===== src/design/pfa_pkg.sv =====
`timescale 1ns / 1ps

package pfa_pkg;

    localparam int MAX_BLOCKS_DEF = 16;
    localparam int SIZE_BITS_DEF  = 16;

    localparam int OP_W       = 1;
    localparam int BIDX_W     = 4;
    localparam int SIZE_W     = 16;
    localparam int POLICY_W   = 2;
    localparam int BCOUNT_W   = 5;
    localparam int CFG_IDX_W  = 2;
    localparam int CFG_DATA_W = 5;
    localparam int PTR_W      = 4;

    localparam logic [OP_W-1:0] OP_LOAD    = 1'b0;
    localparam logic [OP_W-1:0] OP_REQUEST = 1'b1;

    localparam logic [POLICY_W-1:0] POL_FIRST = 2'd0;
    localparam logic [POLICY_W-1:0] POL_BEST  = 2'd1;
    localparam logic [POLICY_W-1:0] POL_WORST = 2'd2;
    localparam logic [POLICY_W-1:0] POL_NEXT  = 2'd3;

    localparam logic [CFG_IDX_W-1:0] REG_FIT_POLICY  = 2'd0;
    localparam logic [CFG_IDX_W-1:0] REG_BLOCK_COUNT = 2'd1;

    typedef enum logic [1:0] {
        ST_IDLE,
        ST_SCAN,
        ST_FINISH
    } pfa_state_t;

    typedef struct packed {
        logic load;
        logic start;
        logic scan;
        logic finish;
    } pfa_cmd_t;

    typedef struct packed {
        logic scan_done;
        logic out_busy;
    } pfa_status_t;

endpackage


===== src/design/partition_fit_allocator_top.sv =====
`timescale 1ns / 1ps

// Channel   Handshake                  Payload
// input     in_valid / in_stall        operation, block_index, size_value
// output    out_valid / out_stall      granted, chosen_block, capacity_before
// config    cfg_wr_en                  cfg_index, cfg_data
//
// A load transfer does not leave the idle state, so the block is ready again in the next cycle.
// A request scans min(block_count, MAX_BLOCKS) blocks: one table read per scan cycle.
// The next input transfer is taken while a result waits; a request holds in its last
// cycle only while the previous result is still stalled.
// Reset restores the policy, block count, next-fit pointer and handshake state; the
// capacity table is not cleared and is defined only once loaded.

module partition_fit_allocator_top
    import pfa_pkg::*;
#(
    parameter int MAX_BLOCKS = MAX_BLOCKS_DEF,
    parameter int SIZE_BITS  = SIZE_BITS_DEF
)
(
    input  logic                  clk,
    input  logic                  rst_n,
    input  logic                  in_valid,
    output logic                  in_stall,
    input  logic [OP_W-1:0]       operation,
    input  logic [BIDX_W-1:0]     block_index,
    input  logic [SIZE_W-1:0]     size_value,
    output logic                  out_valid,
    input  logic                  out_stall,
    output logic                  granted,
    output logic [BIDX_W-1:0]     chosen_block,
    output logic [SIZE_W-1:0]     capacity_before,
    input  logic                  cfg_wr_en,
    input  logic [CFG_IDX_W-1:0]  cfg_index,
    input  logic [CFG_DATA_W-1:0] cfg_data
);

    pfa_cmd_t    cmd;
    pfa_status_t status;

    pfa_ctrl u_ctrl (
        .clk       (clk),
        .rst_n     (rst_n),
        .in_valid  (in_valid),
        .operation (operation),
        .in_stall  (in_stall),
        .cmd       (cmd),
        .status    (status)
    );

    pfa_datapath #(
        .MAX_BLOCKS (MAX_BLOCKS),
        .SIZE_BITS  (SIZE_BITS)
    ) u_datapath (
        .clk             (clk),
        .rst_n           (rst_n),
        .cmd             (cmd),
        .status          (status),
        .block_index     (block_index),
        .size_value      (size_value),
        .cfg_wr_en       (cfg_wr_en),
        .cfg_index       (cfg_index),
        .cfg_data        (cfg_data),
        .out_valid       (out_valid),
        .out_stall       (out_stall),
        .granted         (granted),
        .chosen_block    (chosen_block),
        .capacity_before (capacity_before)
    );

endmodule


===== src/design/pfa_ctrl.sv =====
`timescale 1ns / 1ps

module pfa_ctrl
    import pfa_pkg::*;
(
    input  logic              clk,
    input  logic              rst_n,
    input  logic              in_valid,
    input  logic [OP_W-1:0]   operation,
    output logic              in_stall,
    output pfa_cmd_t          cmd,
    input  pfa_status_t       status
);

    pfa_state_t state_reg;
    pfa_state_t state_next;

    always_ff @(posedge clk or negedge rst_n)
    begin
        if (!rst_n)
        begin
            state_reg <= ST_IDLE;
        end
        else
        begin
            state_reg <= state_next;
        end
    end

    always_comb
    begin
        state_next = state_reg;
        case (state_reg)
            ST_IDLE:
            begin
                if (in_valid && (operation == OP_REQUEST))
                begin
                    state_next = ST_SCAN;
                end
            end
            ST_SCAN:
            begin
                if (status.scan_done)
                begin
                    state_next = ST_FINISH;
                end
            end
            ST_FINISH:
            begin
                if (!status.out_busy)
                begin
                    state_next = ST_IDLE;
                end
            end
            default:
            begin
                state_next = ST_IDLE;
            end
        endcase
    end

    always_comb
    begin
        in_stall   = 1'b1;
        cmd.load   = 1'b0;
        cmd.start  = 1'b0;
        cmd.scan   = 1'b0;
        cmd.finish = 1'b0;
        case (state_reg)
            ST_IDLE:
            begin
                in_stall  = 1'b0;
                cmd.load  = in_valid && (operation == OP_LOAD);
                cmd.start = in_valid && (operation == OP_REQUEST);
            end
            ST_SCAN:
            begin
                cmd.scan = 1'b1;
            end
            ST_FINISH:
            begin
                cmd.finish = !status.out_busy;
            end
            default:
            begin
                in_stall = 1'b1;
            end
        endcase
    end

endmodule


===== src/design/pfa_datapath.sv =====
`timescale 1ns / 1ps

module pfa_datapath
    import pfa_pkg::*;
#(
    parameter int MAX_BLOCKS = MAX_BLOCKS_DEF,
    parameter int SIZE_BITS  = SIZE_BITS_DEF
)
(
    input  logic                  clk,
    input  logic                  rst_n,
    input  pfa_cmd_t              cmd,
    output pfa_status_t           status,
    input  logic [BIDX_W-1:0]     block_index,
    input  logic [SIZE_W-1:0]     size_value,
    input  logic                  cfg_wr_en,
    input  logic [CFG_IDX_W-1:0]  cfg_index,
    input  logic [CFG_DATA_W-1:0] cfg_data,
    output logic                  out_valid,
    input  logic                  out_stall,
    output logic                  granted,
    output logic [BIDX_W-1:0]     chosen_block,
    output logic [SIZE_W-1:0]     capacity_before
);

    localparam int IDX_W = (MAX_BLOCKS > 1) ? $clog2(MAX_BLOCKS) : 1;
    localparam int CNT_W = $clog2(MAX_BLOCKS + 1);

    logic [SIZE_BITS-1:0] mem_array [MAX_BLOCKS];

    logic [POLICY_W-1:0]  policy_reg, policy_next;
    logic [BCOUNT_W-1:0]  bcount_reg, bcount_next;
    logic [PTR_W-1:0]     ptr_reg, ptr_next;
    logic                 found_reg, found_next;
    logic [CNT_W-1:0]     issue_left_reg, issue_left_next;
    logic [IDX_W-1:0]     issue_idx_reg, issue_idx_next;
    logic                 rd_valid_reg, rd_valid_next;
    logic [CNT_W-1:0]     cnt_reg, cnt_next;
    logic                 out_valid_reg, out_valid_next;

    logic [SIZE_BITS-1:0] req_size_reg, req_size_next;
    logic [IDX_W-1:0]     rd_idx_reg, rd_idx_next;
    logic [IDX_W-1:0]     pick_idx_reg, pick_idx_next;
    logic [SIZE_BITS-1:0] pick_cap_reg, pick_cap_next;
    logic                 granted_reg, granted_next;
    logic [BIDX_W-1:0]    chosen_reg, chosen_next;
    logic [SIZE_W-1:0]    cap_before_reg, cap_before_next;
    logic [SIZE_BITS-1:0] rd_data_reg;

    logic [31:0]          size_wide;
    logic [SIZE_BITS-1:0] size_cap;
    logic [CNT_W-1:0]     eff_cnt;
    logic [IDX_W-1:0]     start_idx;
    logic [CNT_W-1:0]     issue_inc;
    logic [IDX_W-1:0]     inc_idx;
    logic                 load_ok;
    logic                 take;
    logic [31:0]          pick_idx_wide;
    logic [31:0]          pick_cap_wide;
    logic                 wr_en;
    logic [IDX_W-1:0]     wr_addr;
    logic [SIZE_BITS-1:0] wr_data;

    assign size_wide     = 32'(size_value);
    assign size_cap      = size_wide[SIZE_BITS-1:0];
    assign eff_cnt       = (32'(bcount_reg) > 32'(MAX_BLOCKS)) ? CNT_W'(MAX_BLOCKS)
                                                               : CNT_W'(bcount_reg);
    assign start_idx     = ((policy_reg == POL_NEXT) && (32'(ptr_reg) < 32'(eff_cnt)))
                           ? IDX_W'(ptr_reg) : '0;
    assign issue_inc     = CNT_W'(issue_idx_reg) + CNT_W'(1);
    assign inc_idx       = (issue_inc == cnt_reg) ? '0 : IDX_W'(issue_inc);
    assign load_ok       = cmd.load && (32'(block_index) < 32'(MAX_BLOCKS));
    assign pick_idx_wide = 32'(pick_idx_reg);
    assign pick_cap_wide = 32'(pick_cap_reg);

    assign take = (rd_data_reg >= req_size_reg)
                  && (!found_reg
                      || ((policy_reg == POL_BEST) && (rd_data_reg < pick_cap_reg))
                      || ((policy_reg == POL_WORST) && (rd_data_reg > pick_cap_reg)));

    assign wr_en   = load_ok || (cmd.finish && found_reg);
    assign wr_addr = load_ok ? IDX_W'(block_index) : pick_idx_reg;
    assign wr_data = load_ok ? size_cap : (pick_cap_reg - req_size_reg);

    assign status.scan_done = (issue_left_reg == '0) && (rd_valid_reg || (cnt_reg == '0));
    assign status.out_busy  = out_valid_reg && out_stall;

    assign out_valid       = out_valid_reg;
    assign granted         = granted_reg;
    assign chosen_block    = chosen_reg;
    assign capacity_before = cap_before_reg;

    always_ff @(posedge clk)
    begin
        if (wr_en)
        begin
            mem_array[wr_addr] <= wr_data;
        end
    end

    always_ff @(posedge clk)
    begin
        rd_data_reg <= mem_array[issue_idx_reg];
    end

    always_comb
    begin
        policy_next     = policy_reg;
        bcount_next     = bcount_reg;
        ptr_next        = ptr_reg;
        found_next      = found_reg;
        issue_left_next = issue_left_reg;
        issue_idx_next  = issue_idx_reg;
        rd_valid_next   = cmd.scan && (issue_left_reg != '0);
        cnt_next        = cnt_reg;
        out_valid_next  = out_valid_reg;
        req_size_next   = req_size_reg;
        rd_idx_next     = issue_idx_reg;
        pick_idx_next   = pick_idx_reg;
        pick_cap_next   = pick_cap_reg;
        granted_next    = granted_reg;
        chosen_next     = chosen_reg;
        cap_before_next = cap_before_reg;

        if (cfg_wr_en && (cfg_index == REG_FIT_POLICY))
        begin
            policy_next = cfg_data[POLICY_W-1:0];
        end
        if (cfg_wr_en && (cfg_index == REG_BLOCK_COUNT))
        begin
            bcount_next = cfg_data[BCOUNT_W-1:0];
        end

        if (cmd.load)
        begin
            ptr_next = '0;
        end

        if (cmd.start)
        begin
            req_size_next   = size_cap;
            cnt_next        = eff_cnt;
            issue_left_next = eff_cnt;
            issue_idx_next  = start_idx;
            found_next      = 1'b0;
        end

        if (cmd.scan && (issue_left_reg != '0))
        begin
            issue_left_next = issue_left_reg - CNT_W'(1);
            issue_idx_next  = inc_idx;
        end

        if (rd_valid_reg && take)
        begin
            found_next    = 1'b1;
            pick_idx_next = rd_idx_reg;
            pick_cap_next = rd_data_reg;
        end

        if (out_valid_reg && !out_stall)
        begin
            out_valid_next = 1'b0;
        end

        if (cmd.finish)
        begin
            out_valid_next  = 1'b1;
            granted_next    = found_reg;
            chosen_next     = found_reg ? pick_idx_wide[BIDX_W-1:0] : '0;
            cap_before_next = found_reg ? pick_cap_wide[SIZE_W-1:0] : '0;
            if (found_reg && (policy_reg == POL_NEXT))
            begin
                ptr_next = pick_idx_wide[PTR_W-1:0];
            end
        end
    end

    always_ff @(posedge clk or negedge rst_n)
    begin
        if (!rst_n)
        begin
            policy_reg     <= POL_FIRST;
            bcount_reg     <= BCOUNT_W'(16);
            ptr_reg        <= '0;
            found_reg      <= 1'b0;
            issue_left_reg <= '0;
            issue_idx_reg  <= '0;
            rd_valid_reg   <= 1'b0;
            cnt_reg        <= '0;
            out_valid_reg  <= 1'b0;
        end
        else
        begin
            policy_reg     <= policy_next;
            bcount_reg     <= bcount_next;
            ptr_reg        <= ptr_next;
            found_reg      <= found_next;
            issue_left_reg <= issue_left_next;
            issue_idx_reg  <= issue_idx_next;
            rd_valid_reg   <= rd_valid_next;
            cnt_reg        <= cnt_next;
            out_valid_reg  <= out_valid_next;
        end
    end

    always_ff @(posedge clk)
    begin
        req_size_reg   <= req_size_next;
        rd_idx_reg     <= rd_idx_next;
        pick_idx_reg   <= pick_idx_next;
        pick_cap_reg   <= pick_cap_next;
        granted_reg    <= granted_next;
        chosen_reg     <= chosen_next;
        cap_before_reg <= cap_before_next;
    end

    a_left_bounded: assert property (@(posedge clk) disable iff (!rst_n)
        issue_left_reg <= cnt_reg)
        else $error("More reads left to issue than blocks in use.");

    a_pick_fits: assert property (@(posedge clk) disable iff (!rst_n)
        found_reg |-> (pick_cap_reg >= req_size_reg))
        else $error("Chosen block is smaller than the request.");

    a_pick_in_range: assert property (@(posedge clk) disable iff (!rst_n)
        found_reg |-> (32'(pick_idx_reg) < 32'(cnt_reg)))
        else $error("Chosen block lies beyond the blocks in use.");

    a_finish_emits: assert property (@(posedge clk) disable iff (!rst_n)
        cmd.finish |=> out_valid_reg)
        else $error("Finished request did not produce a result transfer.");

endmodule

===== config.mk =====
export PLATFORM = sky130hd
export DESIGN_NAME = partition_fit_allocator_top
export DESIGN_NICKNAME = d
export VERILOG_FILES = /design/src/design/pfa_pkg.sv /design/src/design/partition_fit_allocator_top.sv /design/src/design/pfa_ctrl.sv /design/src/design/pfa_datapath.sv
export SDC_FILE = /design/constraint.sdc
export NUM_CORES = 1
export LEC_CHECK = 0
export BUFFER_PORTS_ARGS = -buffer_cell sky130_fd_sc_hd__buf_2
export CAP_MARGIN = 40
export CORE_UTILIZATION = 35
export DETAILED_ROUTE_END_ITERATION = 16
export HOLD_SLACK_MARGIN = 0.03
export SYNTH_ARGS = -nofsm -noshare
export SYNTH_HDL_FRONTEND = slang
export SYNTH_HIERARCHICAL = 1
export SYNTH_SLANG_ARGS = --single-unit

===== constraint.sdc =====
create_clock -name clk -period 4.82 [get_ports clk]
set_input_delay 0.482 -clock clk [delete_from_list [all_inputs] [get_ports clk]]
set_output_delay 0.482 -clock clk [all_outputs]
set_load 0.01 [all_outputs]

Word-level counts from Yosys, hierarchy flattened
Memory sizes are Yosys's and may differ from the RTL's. A register that Yosys moved wholly into a read port is not among the register bits.
Cells that the tools add are included.
Widths: inputs -> output; s select.
{"block": "totals", "register_bits": 91, "mem_bits_rw": 256, "input_bits": 33, "out_inout_bits": 23, "word_cells": 94, "mem_count": 1}
{"memory": "u_datapath.mem_array", "depth": 16, "word_bits": 16, "rd": 1, "rd_clocked_by_memory_dff": 1, "write_ports": 1, "line": "pfa_datapath.sv:29", "rtl": "logic [SIZE_BITS-1:0] mem_array [MAX_BLOCKS];"}
{"block": "classes", "addsub": 3, "magnitude_cmp": 5, "n_eq_ne": 10, "mux": 26, "n_bitwise": 1, "n_reduce_logical": 31}
{"cell": "$mux 4", "count": 8}
{"cell": "$ge 16x16->1", "count": 1}
{"cell": "$gt 16x16->1", "count": 1}
{"cell": "$lt 16x16->1", "count": 1}
{"cell": "$mux 16", "count": 1}
{"cell": "$sub 16x16->16", "count": 1}
{"cell": "$logic_and 1x1->1", "count": 15}
{"cell": "$mux 5", "count": 3}
{"cell": "$logic_not 5->1", "count": 2}
{"cell": "$mux 1", "count": 9}
{"cell": "$mux 2", "count": 4}
{"cell": "$eq 2x1->1 const B", "count": 3}
{"cell": "$eq 2x2->1 const B", "count": 3}
{"cell": "$pmux 2 s3", "count": 1}
{"cell": "$reduce_bool 2->1", "count": 3}
{"cell": "$add 4x1->5 const B", "count": 1}
{"cell": "$eq 5x5->1", "count": 1}
{"cell": "$gt 5x5->1 const B", "count": 1}
{"cell": "$lt 4x5->1", "count": 1}
{"cell": "$reduce_bool 5->1", "count": 1}
{"cell": "$sub 5x1->5 const B", "count": 1}
{"cell": "$logic_not 2->1", "count": 2}
{"cell": "$logic_or 1x1->1", "count": 4}
{"cell": "$ne 2x2->1 const B", "count": 2}
{"cell": "other kinds (4)", "count": 6}

Longest topological paths before layout
{"block": "logic_depth", "ltp_word": 7, "ltp_mapped": 9, "depth_no_buf": 9}

Hierarchy
Netlist, hierarchy kept.
{"mod": "pfa_datapath", "instances": 1, "cells_each": 987, "area_per_inst_um2": 15273.4, "seq_area_each_um2": 10501.3}
{"mod": "pfa_ctrl", "instances": 1, "cells_each": 13, "area_per_inst_um2": 127.6, "seq_area_each_um2": 50.0}

Least setup slack after synthesis
OpenSTA, ideal clock, no wires.
{"block": "synth_path", "path_type": "input-to-reg", "start": "input port out_stall", "end": "memory u_datapath/mem_array[7][0] in the netlist's numbering, enable pin", "setup_ps": 388, "arrival_time_ps": 3670, "t_required_ps": 4432, "slack_ps": 762, "path_stages": 6, "n_path_buf": 0, "path_cell_list": "and2_1 nor3b_1 nand3_1 o21ai_0 nand2_1 nor2_1"}
{"item": "start, declared", "line": "partition_fit_allocator_top.sv:30", "rtl": "input logic out_stall,"}
{"item": "end, declared", "line": "pfa_datapath.sv:29"}

Worst setup path after layout
{"block": "layout_path", "start": "register u_datapath.pick_cap_reg[0]", "end": "memory u_datapath/mem_array[13][14] in the netlist's numbering (data pin)"}
{"block": "layout_between", "elab_chain_len": 2}
{"item": "start, declared", "line": "pfa_datapath.sv:44", "rtl": "logic [SIZE_BITS-1:0] pick_cap_reg, pick_cap_next;"}
{"item": "start signal, assigned", "line": "pfa_datapath.sv:212", "rtl": "pick_cap_reg <= pick_cap_next;"}
{"item": "$sub 16x16->16", "line": "pfa_datapath.sv:83", "rtl": "assign wr_data = load_ok ? size_cap : (pick_cap_reg - req_size_reg);"}
{"item": "$mux 16", "line": "pfa_datapath.sv:83"}
{"item": "net u_datapath.wr_data[14]", "line": "pfa_datapath.sv:62", "rtl": "logic [SIZE_BITS-1:0] wr_data;"}
The timed path passes the listed nets, and every way through them passes these cells.

==> results.cfg <==
[run_status]
status = completed

[place]
placedInstanceArea_um2 = 16800
gp_congestion = 0.864
post-place-ws_ns = 1.65
port_buffers = 55
hpwl_um = 24900
dpl.cell_count = 1644

[grt]
busiest_layer = met2
grt_pass1_wl_um = 54000
grt_max_degree = 38
grt.total_usage_pct = 16.3
grt_overflow_total = 0
grtUsageMet1_pct = 23.7
grt.met3_usage_pct = 2.61
grt_use_met2_pct = 24.9
antenna_found_initial = 0
first_global_vias = 8656

[sta]
period_share_pct = 66.6
setup_slack_ns = 1.61
timing.final.crit_period_ns = 3.21
finalHoldViolCount = 0
rsz0062_at_grt = false
finalSetupViolations = 0
worst_pin_slew_ns = 0.857
clock_skew_ns = 0.0208
setup_tns_ns = 0
slew_headroom_pct = 42.9
final_max_slew_viol_count = 0
fmax_mhz = 312

[cts]
clk_pin_slew_ns = 0.06
root_buffer = clkbuf_16
clock-sinks = 363
cts_resized = 0
hold_buffers = 1
cts_setup_buffers = 0
clockBufferDepth = 3
insertion_delay_ns = 0.54
htreeDepth = 2
numCtsBuffers = 40
tritoncts = done

[worst_setup_path]
path_max_fanout = 16
cp-end-kind = flip-flop
path_cells = inv_1, ha_1, fa_1, nor2b_4, o2111a_1, o311ai_0, a21oi_1, mux2i_1, a32o_1
cp_top_family = compound AO/OA/AOI/OAI gates
cp.arrival_ns = 3.43
cp_slowest_cell = a32o_1
worstPathRequired_ns = 5.04
r2r-start = u_datapath/pick_cap_reg[0]
critical_path_class = reg2reg
critPathMaxStageDelay_ns = 0.69
crit_buf_inv = 1
cp-start-kind = flip-flop
cp-startpoint = u_datapath/pick_cap_reg[0]

[routing]
dr.pass1.iters = 5
wl_per_cell_um = 21.0
wirelength_um = 36100
drt_iter0_markers = 812
drc = 0
viasPerCell = 5.19
via_count = 8904
postRouteAntennaNets = 0

[layout]
finalNonFillerCells = 1717
drive_above_1_share_pct = 19.8
largest_reg_flops = 256
syn2layout_area_growth_pct = 17.4
layout_common_cells = edfxtp_1, mux2i_1, nand2_1, o21ai_0, buf_2
fin_util_pct = 41.8
regArea_um2 = 10600
multiInputGateArea_um2 = 4530
antenna_cells = 0
fin_nets = 1188
fillers = 3839
final_common_cell = edfxtp_1
regMostFlops = u_datapath/mem_array
design_area_um2 = 18100

[floorplan]
dieWidth_um = 212
ios = 56
die-area_um2 = 44800
die_h_um = 212
initial_utilization_pct = 35.6
fp-row-count = 76
core_um2 = 43300

[min_path]
hold_class = in2reg
min_from = size_value[15]

[power]
vdd_drop_max_mv = 0.297
power_leakage_nw = 6.49
powerDensity_nw_per_um2 = 648

[logic_synthesis]
yosysWarnings = 6
synth_edf_count = 313
async_flop_share_pct = 8.26
synth_top_area_cell = edfxtp_1
ys.flop_type = edfxtp_1
syn_nets = 1086
syn_area_um2 = 15400
synth-seq-cells = 363
synth.area.top_cells = edfxtp_1, dfrtp_1, mux4_2
synth_top_area_share_pct = 61.0
synth_cell_types = 67
seq_area_frac_synth_pct = 68.5
synth.avg_cell_area_um2 = 15.4
syn_inst = 1000

[flow_run]
maxCapViolations = 0
## cell usage after synthesis (20+ instances only)
| cell | count |
|---|---|
| edfxtp_1 | 313 |
| mux2i_1 | 67 |
| nand2_1 | 59 |
| o21ai_0 | 59 |
| inv_1 | 53 |
| ha_1 | 52 |
| nor2_1 | 38 |
| a221oi_1 | 35 |
| mux4_2 | 32 |
| a21oi_1 | 30 |
| dfrtp_1 | 29 |
| and2_1 | 25 |
| clkbuf_1 | 20 |
| dfxtp_1 | 20 |
## cells by family after synthesis
family          Yosys count  synth area share [%]
flops                   363                  68.5
compound gates          188                  8.23
simple gates            181                  5.84
mux                     111                  9.91
buf+inv                  91                  2.41
fa+ha+maj                53                  4.35
xor+xnor                 13                 0.739
## where the power goes
part | switching [W] | internal (W) | leakage (nW)
logic | 0.00255 | 0.00142 | 2.50
registers | 0.000309 | 0.00444 | 3.36
clock network | 0.00122 | 0.00179 | 0.635
## layer usage
layer,routed length [um],part of all wire (%)
met1,16500,46
met2,16500,46
met3,2190,6.1
met4,881,2.4
met5,0,0
## final timing paths
kind / end / slack, ns / cells past startpoint
min in group asynchronous: u_datapath/rd_valid_reg / 0.54 / 2
hold reg to reg: u_datapath/pick_idx_reg[0] / 0.40 / 0
max in group asynchronous: u_datapath/issue_idx_reg[0] / 3.76 / 2
setup / recovery: u_datapath/mem_array[13][14] / 1.61 / 9
setup reg to reg: u_datapath/mem_array[13][14] / 1.61 / 9
hold / removal: u_datapath/req_size_reg[15] / 0.16 / 1
## per-stage QoR
stage | hold slack, ns | total power, W
after floorplan | 0.186 | 0.00716
after global placement | 0.389 | 0.00860
after detailed placement | 0.392 | 0.00875
after CTS | 0.144 | 0.0118
after global routing | 0.159 | 0.0123
final | 0.164 | 0.0117
## area by class of cell
class / count / share of cell area (%)
Sequential cell: 363 / 58.4
Multi-Input combinational cell: 546 / 25.1
Clock buffer: 51 / 5.88
Timing Repair Buffer: 97 / 4.24
Tap cell: 585 / 4.05
Clock inverter: 21 / 1.25
Inverter: 54 / 1.12
## worst register-to-register path: stages, from the launching register on
cell	delay, ns
edfxtp_1	0.38
inv_1	0.06
ha_1	0.20
fa_1	0.44
nor2b_4	0.14
o2111a_1	0.22
o311ai_0	0.19
a21oi_1	0.34
mux2i_1	0.23
a32o_1	0.69
No activity file was read; power rests on OpenSTA's default activity.
